File: src/rtl/core/tlvo_pkg.sv
// Package for the transport option segment size extractor.
// Shared types and fixed constants; no dependencies.
`default_nettype none

package tlvo_pkg;

  typedef enum logic [1:0] {
    ST_END   = 2'd0,
    ST_COUNT = 2'd1,
    ST_NONE  = 2'd2,
    ST_BAD   = 2'd3
  } status_t;

  typedef enum logic {
    CMD_START  = 1'b0,
    CMD_OPTION = 1'b1
  } cmd_t;

  localparam logic [7:0]  HDR_MASK   = 8'hF0;
  localparam logic [7:0]  HDR_DIV    = 8'd8;
  localparam logic [4:0]  HDR_BASE   = 5'h14;
  localparam logic [15:0] SIZE_RESET = 16'h218;

  localparam logic [7:0] KIND_END  = 8'd0;
  localparam logic [7:0] KIND_NOP  = 8'd1;
  localparam logic [7:0] KIND_MSS  = 8'd2;
  localparam logic [7:0] LEN_MIN   = 8'd2;

endpackage

`default_nettype wire

File: src/rtl/core/tlvo_in_if.sv
// Input channel interface: valid/ready handshake with command and value.
// No dependencies.
`default_nettype none

interface tlvo_in_if;
  logic       valid;
  logic       ready;
  logic       command;
  logic [7:0] value;

  modport source (output valid, output command, output value, input ready);
  modport sink   (input valid, input command, input value, output ready);
endinterface

`default_nettype wire

File: src/rtl/core/tlvo_out_if.sv
// Result channel interface: valid/ready handshake with size and status.
// No dependencies.
`default_nettype none

interface tlvo_out_if;
  logic        valid;
  logic        ready;
  logic [15:0] size_value;
  logic        size_found;
  logic [1:0]  status;

  modport source (output valid, output size_value, output size_found, output status,
                  input ready);
  modport sink   (input valid, input size_value, input size_found, input status,
                  output ready);
endinterface

`default_nettype wire

File: src/rtl/core/tlv_option_mss_extractor.sv
// Top level: transport option walker reporting the segment size.
// Depends on tlvo_pkg, tlvo_in_if and tlvo_out_if.
`default_nettype none

// Takes one item per cycle: a start item with the header byte, then option
// bytes. State is updated in the cycle an item is accepted, and a result, if
// any, appears in the output register on the next cycle. in_ch.ready is low
// only while that register holds a result that the sink is not taking, so a
// steady stream runs at one item per clock. cfg_wdata written with cfg_we
// sets the default size, copied into the walk at each start item.

module tlv_option_mss_extractor
  import tlvo_pkg::*;
(
  input  wire logic        clk,
  input  wire logic        rst_n,
  tlvo_in_if.sink          in_ch,
  tlvo_out_if.source       out_ch,
  input  wire logic        cfg_we,
  input  wire logic [15:0] cfg_wdata
);

  typedef enum logic [2:0] {
    PH_IDLE    = 3'd0,
    PH_KIND    = 3'd1,
    PH_MSS_LEN = 3'd2,
    PH_MSS_LO  = 3'd3,
    PH_MSS_HI  = 3'd4,
    PH_OPT_LEN = 3'd5,
    PH_SKIP    = 3'd6
  } phase_t;

  phase_t      phase_r, phase_nxt;
  logic [4:0]  bytes_left_r, bytes_left_nxt;
  logic [7:0]  skip_left_r, skip_left_nxt;
  logic [15:0] size_r, size_nxt;
  logic [7:0]  low_hold_r, low_hold_nxt;
  logic        found_r, found_nxt;
  logic [15:0] default_size_r;

  logic        out_valid_r;
  logic [15:0] out_size_r;
  logic        out_found_r;
  status_t     out_status_r;

  logic        in_acc;
  logic        emit;
  status_t     emit_status;
  logic [4:0]  bl_dec;
  logic [7:0]  skip_dec;
  logic [4:0]  hdr_words;

  assign in_ch.ready = !out_valid_r || out_ch.ready;
  assign in_acc      = in_ch.valid && in_ch.ready;
  assign bl_dec      = bytes_left_r - 5'd1;
  assign skip_dec    = skip_left_r - 8'd1;
  assign hdr_words   = 5'((in_ch.value & HDR_MASK) / HDR_DIV);

  always_comb begin
    phase_nxt      = phase_r;
    bytes_left_nxt = bytes_left_r;
    skip_left_nxt  = skip_left_r;
    size_nxt       = size_r;
    low_hold_nxt   = low_hold_r;
    found_nxt      = found_r;
    emit           = 1'b0;
    emit_status    = ST_END;
    if (in_ch.command == CMD_START) begin
      size_nxt      = default_size_r;
      found_nxt     = 1'b0;
      low_hold_nxt  = '0;
      skip_left_nxt = '0;
      if (hdr_words <= HDR_BASE) begin
        bytes_left_nxt = '0;
        phase_nxt      = PH_IDLE;
        emit           = 1'b1;
        emit_status    = ST_NONE;
      end else begin
        bytes_left_nxt = hdr_words - HDR_BASE;
        phase_nxt      = PH_KIND;
      end
    end else begin
      if (phase_r != PH_IDLE) bytes_left_nxt = bl_dec;
      unique case (phase_r)
        PH_KIND: begin
          priority if (in_ch.value == KIND_END) begin
            emit        = 1'b1;
            emit_status = ST_END;
          end else if (in_ch.value == KIND_NOP) begin
            if (bl_dec == '0) begin
              emit        = 1'b1;
              emit_status = ST_COUNT;
            end
          end else if (in_ch.value == KIND_MSS) begin
            if (bl_dec < 5'd3) begin
              emit        = 1'b1;
              emit_status = ST_BAD;
            end else begin
              phase_nxt = PH_MSS_LEN;
            end
          end else begin
            if (bl_dec == '0) begin
              emit        = 1'b1;
              emit_status = ST_BAD;
            end else begin
              phase_nxt = PH_OPT_LEN;
            end
          end
        end
        PH_MSS_LEN: phase_nxt = PH_MSS_LO;
        PH_MSS_LO: begin
          low_hold_nxt = in_ch.value;
          phase_nxt    = PH_MSS_HI;
        end
        PH_MSS_HI: begin
          size_nxt  = {in_ch.value, low_hold_r};
          found_nxt = 1'b1;
          phase_nxt = PH_KIND;
          if (bl_dec == '0) begin
            emit        = 1'b1;
            emit_status = ST_COUNT;
          end
        end
        PH_OPT_LEN: begin
          if (in_ch.value < LEN_MIN || (in_ch.value - LEN_MIN) > {3'b000, bl_dec}) begin
            emit        = 1'b1;
            emit_status = ST_BAD;
          end else begin
            skip_left_nxt = in_ch.value - LEN_MIN;
            if (in_ch.value == LEN_MIN) begin
              phase_nxt = PH_KIND;
              if (bl_dec == '0) begin
                emit        = 1'b1;
                emit_status = ST_COUNT;
              end
            end else begin
              phase_nxt = PH_SKIP;
            end
          end
        end
        PH_SKIP: begin
          skip_left_nxt = skip_dec;
          if (skip_dec == '0) begin
            phase_nxt = PH_KIND;
            if (bl_dec == '0) begin
              emit        = 1'b1;
              emit_status = ST_COUNT;
            end
          end
        end
        default: phase_nxt = PH_IDLE;
      endcase
      if (emit) phase_nxt = PH_IDLE;
    end
  end

  always_ff @(posedge clk) begin
    if (!rst_n) begin
      default_size_r <= SIZE_RESET;
      phase_r        <= PH_IDLE;
      bytes_left_r   <= '0;
      skip_left_r    <= '0;
      size_r         <= SIZE_RESET;
      low_hold_r     <= '0;
      found_r        <= 1'b0;
      out_valid_r    <= 1'b0;
    end else begin
      if (cfg_we) default_size_r <= cfg_wdata;
      if (in_acc) begin
        phase_r      <= phase_nxt;
        bytes_left_r <= bytes_left_nxt;
        skip_left_r  <= skip_left_nxt;
        size_r       <= size_nxt;
        low_hold_r   <= low_hold_nxt;
        found_r      <= found_nxt;
        out_valid_r  <= emit;
      end else if (out_ch.ready) begin
        out_valid_r <= 1'b0;
      end
    end
  end

  always_ff @(posedge clk) begin
    if (in_acc && emit) begin
      out_size_r   <= size_nxt;
      out_found_r  <= found_nxt;
      out_status_r <= emit_status;
    end
  end

  assign out_ch.valid      = out_valid_r;
  assign out_ch.size_value = out_size_r;
  assign out_ch.size_found = out_found_r;
  assign out_ch.status     = out_status_r;

  a_short_hdr_none: assert property (@(posedge clk) disable iff (!rst_n)
    in_acc && in_ch.command == CMD_START && in_ch.value[7:4] <= 4'd10
    |=> out_valid_r && out_status_r == ST_NONE)
    else $error("short header did not give a no-options result");

  a_emit_idle: assert property (@(posedge clk) disable iff (!rst_n)
    in_acc && emit |=> phase_r == PH_IDLE)
    else $error("walk still active after a result");

  a_walk_has_bytes: assert property (@(posedge clk) disable iff (!rst_n)
    phase_r != PH_IDLE |-> bytes_left_r != 5'd0)
    else $error("walk active with no option bytes left");

endmodule

`default_nettype wire
File: src/flat_wrapper.sv
// flat-port wrapper written by rule: the top's interface ports become plain ports
module tlv_option_mss_extractor_flat import tlvo_pkg::*;
  (clk, rst_n, cfg_we, cfg_wdata, in_ch_valid, in_ch_command, in_ch_value, in_ch_ready, out_ch_valid, out_ch_size_value, out_ch_size_found, out_ch_status, out_ch_ready);
  tlvo_in_if in_ch_i ();
  tlvo_out_if out_ch_i ();
  input  wire logic clk;
  input  wire logic rst_n;
  input  wire logic cfg_we;
  input  wire logic [15:0] cfg_wdata;
  input wire logic [$bits(in_ch_i.valid)-1:0] in_ch_valid;
  input wire logic [$bits(in_ch_i.command)-1:0] in_ch_command;
  input wire logic [$bits(in_ch_i.value)-1:0] in_ch_value;
  output wire logic [$bits(in_ch_i.ready)-1:0] in_ch_ready;
  output wire logic [$bits(out_ch_i.valid)-1:0] out_ch_valid;
  output wire logic [$bits(out_ch_i.size_value)-1:0] out_ch_size_value;
  output wire logic [$bits(out_ch_i.size_found)-1:0] out_ch_size_found;
  output wire logic [$bits(out_ch_i.status)-1:0] out_ch_status;
  input wire logic [$bits(out_ch_i.ready)-1:0] out_ch_ready;
  assign in_ch_i.valid = in_ch_valid;
  assign in_ch_i.command = in_ch_command;
  assign in_ch_i.value = in_ch_value;
  assign in_ch_ready = in_ch_i.ready;
  assign out_ch_valid = out_ch_i.valid;
  assign out_ch_size_value = out_ch_i.size_value;
  assign out_ch_size_found = out_ch_i.size_found;
  assign out_ch_status = out_ch_i.status;
  assign out_ch_i.ready = out_ch_ready;
  tlv_option_mss_extractor u_core (.clk(clk), .rst_n(rst_n), .in_ch(in_ch_i), .out_ch(out_ch_i), .cfg_we(cfg_we), .cfg_wdata(cfg_wdata));
endmodule
File: config.mk
export PLATFORM = sky130hd
export DESIGN_NAME = tlv_option_mss_extractor_flat
export DESIGN_NICKNAME = d
export VERILOG_FILES = /design/src/rtl/core/tlvo_pkg.sv /design/src/rtl/core/tlvo_in_if.sv /design/src/rtl/core/tlvo_out_if.sv /design/src/rtl/core/tlv_option_mss_extractor.sv /design/src/flat_wrapper.sv
export SDC_FILE = /design/constraint.sdc
export NUM_CORES = 1
export LEC_CHECK = 0
export BUFFER_PORTS_ARGS = -buffer_cell sky130_fd_sc_hd__buf_2
export CORE_MARGIN = 1
export CORE_UTILIZATION = 50
export CTS_BUF_LIST = sky130_fd_sc_hd__clkbuf_8
export DETAILED_ROUTE_END_ITERATION = 10
export PLACE_DENSITY = 0.7
export REMOVE_ABC_BUFFERS = 1
export SKIP_LAST_GASP = 1
export SLEW_MARGIN = 20
export SYNTH_ARGS = -nofsm -noshare
export SYNTH_HDL_FRONTEND = slang
export SYNTH_SLANG_ARGS = --single-unit
File: constraint.sdc
create_clock -name clk -period 4.2 [get_ports clk]
set_input_delay 0.21 -clock clk [delete_from_list [all_inputs] [get_ports clk]]
set_output_delay 0.21 -clock clk [all_outputs]
set_load 0.05 [all_outputs]
==> results.yml, run 1 <==
synthesis:
  yosysWarnings: 0
  yosys-top-cells-count: "58 x dfxtp_1, 54 x nand2_1, 38 x nor2_1"
  postSynthCellCount: 473
  synth.most_common_cell: "dfxtp_1"
  yosysSeqAreaShare: 0.404
  synth_edf_count: 19
  synthTopCellsByArea: "dfxtp_1 27%, edfxtp_1 13%, mux2i_1 8.2%"
  async_flop_share: 0
  ys_seq_elements: 77
  synth_flop_cell: "dfxtp_1"
  ys_types: 68
  syn_area_sq_um: 4290
  synth_top_area_cell: "dfxtp_1"
  avgSynthCellArea_sq_um: 9.06
  synth_top_area_share: 0.271
floorplan:
  coreArea_sq_um: 8260
  dieArea_sq_um: 8950
  num_io_pins: 51
  die_h_microns: 94.6
  rows: 33
  initial_core_util: 0.519
  die_w_microns: 94.6
setup_path:
  path_max_fanout: 15
  required_ns: 4.27
  critPathLaunchType: "flop"
  worst-endpoint-arrival_ns: 3.67
  slowest_stage: "nor3_4"
  critPathKind: "reg -> reg"
  crit_path_end_kind: "flop"
  worst-path-buf-inv: 2
  worstPathCellList: "inv_1 -> ha_1 -> nor3b_1 -> xnor2_1 -> ha_1 -> and3_1 -> a31o_1 -> a31o_1 -> nand3_1 -> a2111oi_4 -> nor3_4 -> buf_4"
  critPathTopFamily: "simple AND/OR/NAND/NOR gates"
  cpPeakStageDelay_ns: 0.69
timing:
  layout_min_cycle_time_ns: 3.60
  setup_viol: 0
  slew_headroom: 0.450
  drv_slew: 0
  period_share: 0.857
  rsz0062_at_grt: "false"
  fin_setup_tns_ns: 0
  final.setup_skew_ns: 0.00965
  worst_pin_slew_ns: 0.820
  max_clock_freq_mhz: 278
  hold_viol: 0
  hold_ws_ns: 0.0608
final_layout:
  nets: 548
  final_core_util: 0.579
  layout-drive-gt1-share: 0.174
  area_growth_pct: 11.6
  antenna_cells: 0
placed_design:
  detailed_place_hpwl_mm: 7.07
  portBuffers: 50
  routabilityCongestion: 0.883
pwr:
  vdd_drop_max_mv: 0.207
  p_comb_frac: 0.167
  power_mw: 1.68
  pwr-share-seq: 0.489
  switchingPower_mw: 0.508
  clockPowerShare: 0.344
  switching_share: 0.302
  p_leak_nw: 1.83
  power_density_nw_per_um2: 352
  p_int_mw: 1.18
global_routing:
  grt-ovfl-total: 0
  grt_pass1_vias: 3426
  grt_pass1_wl_mm: 16.9
  grt_usage: 0.249
  grt_max_degree: 61
  antenna_found_initial: 0
hold_path:
  holdCritPathClass: "in -> reg"
detailed_routing:
  drt_iter0_markers: 171
  routed_wl_mm: 10.3
  route.detailed.drc: 0
  vias: 3557
  wl_per_cell_microns: 16.7
  postRouteAntennaNets: 0
  via_per_inst: 5.76
  drtPass1Iterations: 5
clock_network:
  clk_path_buf_depth: 2
  cts_hold_buffers: 0
  cts_tree: "done"
  ctsResizeCount: 0
  clk_pin_slew_ns: 0.09
  htree_num_levels: 3
  worstSkewPairLatency_ns: 0.36
  clock-root-buffer: "clkbuf_8"
  clock-sinks: 77
  cts_setup_buffers: 0
  numCtsBuffers: 9
run:
  max_cap_violations: 0
run_status:
  status: "completed"
-- layer usage --
metal	part of all wire	GRT usage	wire [microns]	vias to the layer above
met4	0.014	0.0821	144	0
met5	0	0	0	-
met2	0.47	0.412	4800	97
met1	0.48	0.328	4900	1695
met3	0.043	0.0467	444	11
li1	-	-	-	1754
-- power by group through the flow --
stage | sequential, mW | clock, mW | combinational [mW]
floorplan | 0.866 | 0 | 0.152
global placement | 0.838 | 0 | 0.274
detailed placement | 0.839 | 0 | 0.279
CTS | 0.822 | 0.587 | 0.280
global route | 0.827 | 0.613 | 0.309
finish | 0.823 | 0.580 | 0.281
-- stage by stage --
| step | cells | setup WS, ns | area [sq um] |
|---|---|---|---|
| after floorplan | 440 | 0.815 | 4150 |
| after global placement | 601 | 0.720 | 4580 |
| after detailed placement | 601 | 0.624 | 4580 |
| after CTS | 617 | 0.578 | 4780 |
| after global routing | 617 | 0.350 | 4780 |
| final | 617 | 0.601 | 4780 |
-- worst min-delay path: stages --
cell and delay, ns:
buf_2 0.07, mux2i_1 0.05, nand2_1 0.06
-- final cells by class --
type                            count  area [sq um]
Sequential cell                    77          1730
Inverter                           16          60.1
Clock buffer                        9           124
Clock inverter                      7          73.8
Multi-Input combinational cell    347          2370
Fill cell                         766          3480
Timing Repair Buffer               56           295
Tap cell                          105           131
-- final timing paths --
check | cells past startpoint | startpoint | end | slack, ns
max | 12 | u_core.bytes_left_r[0] | u_core.out_ch.status[1] | 0.60
min | 3 | cfg_wdata[3] | u_core.default_size_r[3] | 0.06
max reg2reg | 12 | u_core.bytes_left_r[0] | u_core.out_ch.status[1] | 0.60
min reg2reg | 2 | u_core.size_r[14] | u_core.size_r[14] | 0.46
-- layout by cell type (no fill, tap or decap), types with 9 or more instances in the layout --
cell type,count
mux2i_1,35
dfxtp_1,58
edfxtp_1,19
o21ai_0,15
nand2_1,54
ha_1,11
buf_2,50
a21boi_0,18
nor2_1,38
a21boi_1,10
nand3_1,19
nor2b_1,18
a21oi_1,24
clkbuf_8,9
o211ai_1,11
inv_1,16
-- state kept, by name, indices dropped and copies added (netlist names) --
| register | count |
|---|---|
| u_core.out_ch.size_value | 16 |
| u_core.size_r | 16 |
| u_core.found_r | 1 |
| u_core.out_ch.valid | 1 |
| u_core.bytes_left_r | 5 |
| u_core.default_size_r | 16 |
| u_core.out_ch.status | 2 |
| u_core.low_hold_r | 8 |
| u_core.out_ch.size_found | 1 |
| u_core.phase_r | 3 |
| u_core.skip_left_r | 8 |
-- kinds of logic (layout without fill, tap and decap cells) --
logic type / Yosys count / count (layout) / synth area share
fa+ha+maj: 11 / 11 / 0.0321
flops: 77 / 77 / 0.404
compound gates: 118 / 118 / 0.200
mux: 35 / 35 / 0.0817
buf+inv: 49 / 88 / 0.0455
simple gates: 174 / 174 / 0.217
xor+xnor: 9 / 9 / 0.0201
Note: power is estimated with default switching activity, not from simulation.
==> run 2: changes to the inputs <==
Settings changed: ABC_AREA set to 1, CELL_PAD_IN_SITES_DETAIL_PLACEMENT set to 0, CELL_PAD_IN_SITES_GLOBAL_PLACEMENT set to 2, CORE_UTILIZATION 50 to 34, PLACE_DENSITY 0.7 to unset, PLACE_DENSITY_LB_ADDON set to 0.1.
==> run 2 against run 1 <==
Compared with the run above: the run now ends with design-rule violations left; final cell count increased by 28%; via count increased by 13%; count of clock-buffer cells in the layout up 1; sequential share of layout area up 0.60 points; final area is 1.6% lower; clock skew rose by 0.0036 ns; combinational power increased by 45%; first-iteration DRC count increased by 54%; non-clock buffer count is 1 lower; sequential power increased by 2.6%; utilization decreased by 18 points; total power grew 8.8%.
==> results.yml, run 2 <==
pwr:
  switching_share: 0.331
  power_density_nw_per_um2: 389
  pwr-share-seq: 0.461
  vdd_drop_max_mv: 0.263
  clockPowerShare: 0.316
  switchingPower_mw: 0.606
  p_int_mw: 1.22
  p_comb_frac: 0.223
  p_leak_nw: 2.21
synthesis:
  synth_top_area_cell: "dfxtp_1"
  postSynthCellCount: 595
  synth_top_area_share: 0.281
  yosysSeqAreaShare: 0.418
  synth_edf_count: 19
  async_flop_share: 0
  ys_types: 32
  yosys-top-cells-count: "124 x nand2_1, 112 x nor2_1, 58 x dfxtp_1"
  syn_area_sq_um: 4140
  ys_seq_elements: 77
  yosysWarnings: 0
  avgSynthCellArea_sq_um: 6.96
  synthTopCellsByArea: "dfxtp_1 28%, edfxtp_1 14%, nand2_1 11%"
  synth.most_common_cell: "nand2_1"
  synth_flop_cell: "dfxtp_1"
clock_network:
  clock-sinks: 77
  ctsResizeCount: 0
  cts_hold_buffers: 0
  worstSkewPairLatency_ns: 0.36
  clk_path_buf_depth: 2
  cts_setup_buffers: 0
  cts_tree: "done"
  clock-root-buffer: "clkbuf_8"
  htree_num_levels: 3
  numCtsBuffers: 9
  clk_pin_slew_ns: 0.08
hold_path:
  hp-start: "cfg_wdata[3]"
  holdCritPathClass: "in -> reg"
placed_design:
  portBuffers: 50
  detailed_place_hpwl_mm: 8.51
  routabilityCongestion: 0.853
  dpl_cell_area_sq_um: 4510
detailed_routing:
  vias: 4011
  route.detailed.drc: 2
  drt_iter0_markers: 263
  wirelength_met1_mm: 5.54
  wl_met3_microns: 681
  wl_per_cell_microns: 15.4
  routed.top_layer: "met4"
  drtPass1Iterations: 7
  routed_wl_mm: 12.2
  via_per_inst: 5.08
  dr_wl_met2_mm: 5.72
  postRouteAntennaNets: 0
setup_path:
  crit_top_cell: "nand2_1"
  path_max_fanout: 10
  cpPeakStageDelay_ns: 0.36
  critPathTopFamily: "buffers and inverters"
  crit_path_end_kind: "flop"
  rr_startpoint: "u_core.bytes_left_r[0]"
  slowest_stage: "dfxtp_1"
  worst-path-buf-inv: 6
  startpoint: "u_core.bytes_left_r[0]"
  critPathLaunchType: "flop"
  critPathKind: "reg -> reg"
  worst-endpoint-arrival_ns: 3.17
  required_ns: 4.26
  worstPathCellList: "inv_1 -> ha_1 -> inv_1 -> nand2_1 -> nand2_1 -> inv_1 -> ha_1 -> nand2_1 -> inv_1 -> nand2_1 -> nand2_1 -> nand2_1 -> nand2_1 -> nand2_1 -> nand3_1 -> nand2_1 -> nand2_2 -> nor2_4 -> nand2_2 -> nand2_1 -> inv_1 -> buf_4"
floorplan:
  num_io_pins: 51
  initial_core_util: 0.355
  die_h_microns: 112
  dieArea_sq_um: 12600
  coreArea_sq_um: 11700
  rows: 39
  die_w_microns: 112
global_routing:
  grt_pass1_vias: 3916
  grt_usage: 0.204
  grt_max_degree: 34
  grt-ovfl-total: 0
  antenna_found_initial: 0
  grt_pass1_wl_mm: 19.8
timing:
  final.setup_skew_ns: 0.0132
  setup_viol: 0
  drv_slew: 0
  fin_setup_tns_ns: 0
  period_share: 0.739
  hold_viol: 0
  rsz0062_at_grt: "false"
  layout_min_cycle_time_ns: 3.10
  worst_pin_slew_ns: 1.10
  max_clock_freq_mhz: 322
  slew_headroom: 0.268
final_layout:
  layout_common_cells: "124 x nand2_1, 112 x nor2_1, 60 x inv_1"
  final-seq-area_sq_um: 1730
  final_common_cell: "nand2_1"
  stdcell_area_sq_um: 4700
  area_growth_pct: 13.7
  multi_input_area_sq_um: 2060
  antenna_cells: 0
  fillers: 1272
  layout-drive-gt1-share: 0.151
  nets: 683
run_status:
  failed_checks: "design-rule violations"
  status: "finished with violations"
run:
  max_cap_violations: 0
## run 2: cell count changes in the layout (fill, tap and decap cells not counted), moves of 10 or more
cell | previous run | this run
a21boi_0 | 18 | 0
a21boi_1 | 10 | 0
inv_1 | 16 | 60
mux2i_1 | 35 | 0
nand2_1 | 54 | 124
nand3_1 | 19 | 30
nand4_1 | 0 | 10
nor2_1 | 38 | 112
nor2b_1 | 18 | 0
o211ai_1 | 11 | 0
o21ai_0 | 15 | 53
o21ai_1 | 6 | 24
## run 2: layer usage
metal,vias to the layer above,track usage
met3,19,0.0432
li1,2034,-
met2,100,0.340
met5,-,0
met1,1858,0.262
met4,0,0.0711
## run 2: power groups by stage
| stage | logic (mW) | registers (mW) | clock network, mW |
|---|---|---|---|
| 6_report | 0.408 | 0.844 | 0.579 |
| 5_1_grt | 0.464 | 0.851 | 0.627 |
| 4_1_cts | 0.411 | 0.844 | 0.600 |
| 3_5_place_dp | 0.409 | 0.860 | 0 |
| 3_3_place_gp | 0.409 | 0.860 | 0 |
| 2_1_floorplan | 0.246 | 0.893 | 0 |
## run 2: final timing paths
check,to,cells after the start,slack (ns)
worst max register to register,u_core.out_ch.size_value[13],22,1.10
worst max-delay path,u_core.out_ch.size_value[13],22,1.10
worst min-delay path,u_core.default_size_r[3],3,0.06
worst min register to register,u_core.default_size_r[9],2,0.46
## run 2: kinds of logic after synthesis
kind of cell / Yosys count / synth area share
AND/OR/NAND/NOR: 299 / 0.304
buffers and inverters: 86 / 0.0837
AO/OA/AOI/OAI: 120 / 0.156
adder cells (fa/ha/maj): 11 / 0.0333
flip-flops: 77 / 0.418
XOR/XNOR: 2 / 0.00423
## run 2: layout make-up
| type | count | area share |
|---|---|---|
| clock buffer | 10 | 0.0293 |
| inverter | 67 | 0.0535 |
| multi-input combinational | 432 | 0.438 |
| sequential | 77 | 0.368 |
| tap | 143 | 0.0380 |
| timing repair buffer | 55 | 0.0612 |
| clock inverter | 6 | 0.0120 |
## run 2: worst min-delay path, cell delays in order
cell     delay (ns)
buf_2          0.07
nand2_1        0.04
nand3_1        0.06
## run 2: metrics by stage
stage,cells,util,hold slack [ns],power [mW],setup slack [ns]
final,790,0.403,0.0592,1.83,1.10
after global routing,790,0.403,0.0497,1.94,0.733
after CTS,790,0.403,0.0381,1.85,1.05
after detailed placement,774,0.387,0.430,1.27,1.08
after global placement,774,0.387,0.419,1.27,1.13
after floorplan,576,-,0.294,1.14,1.39
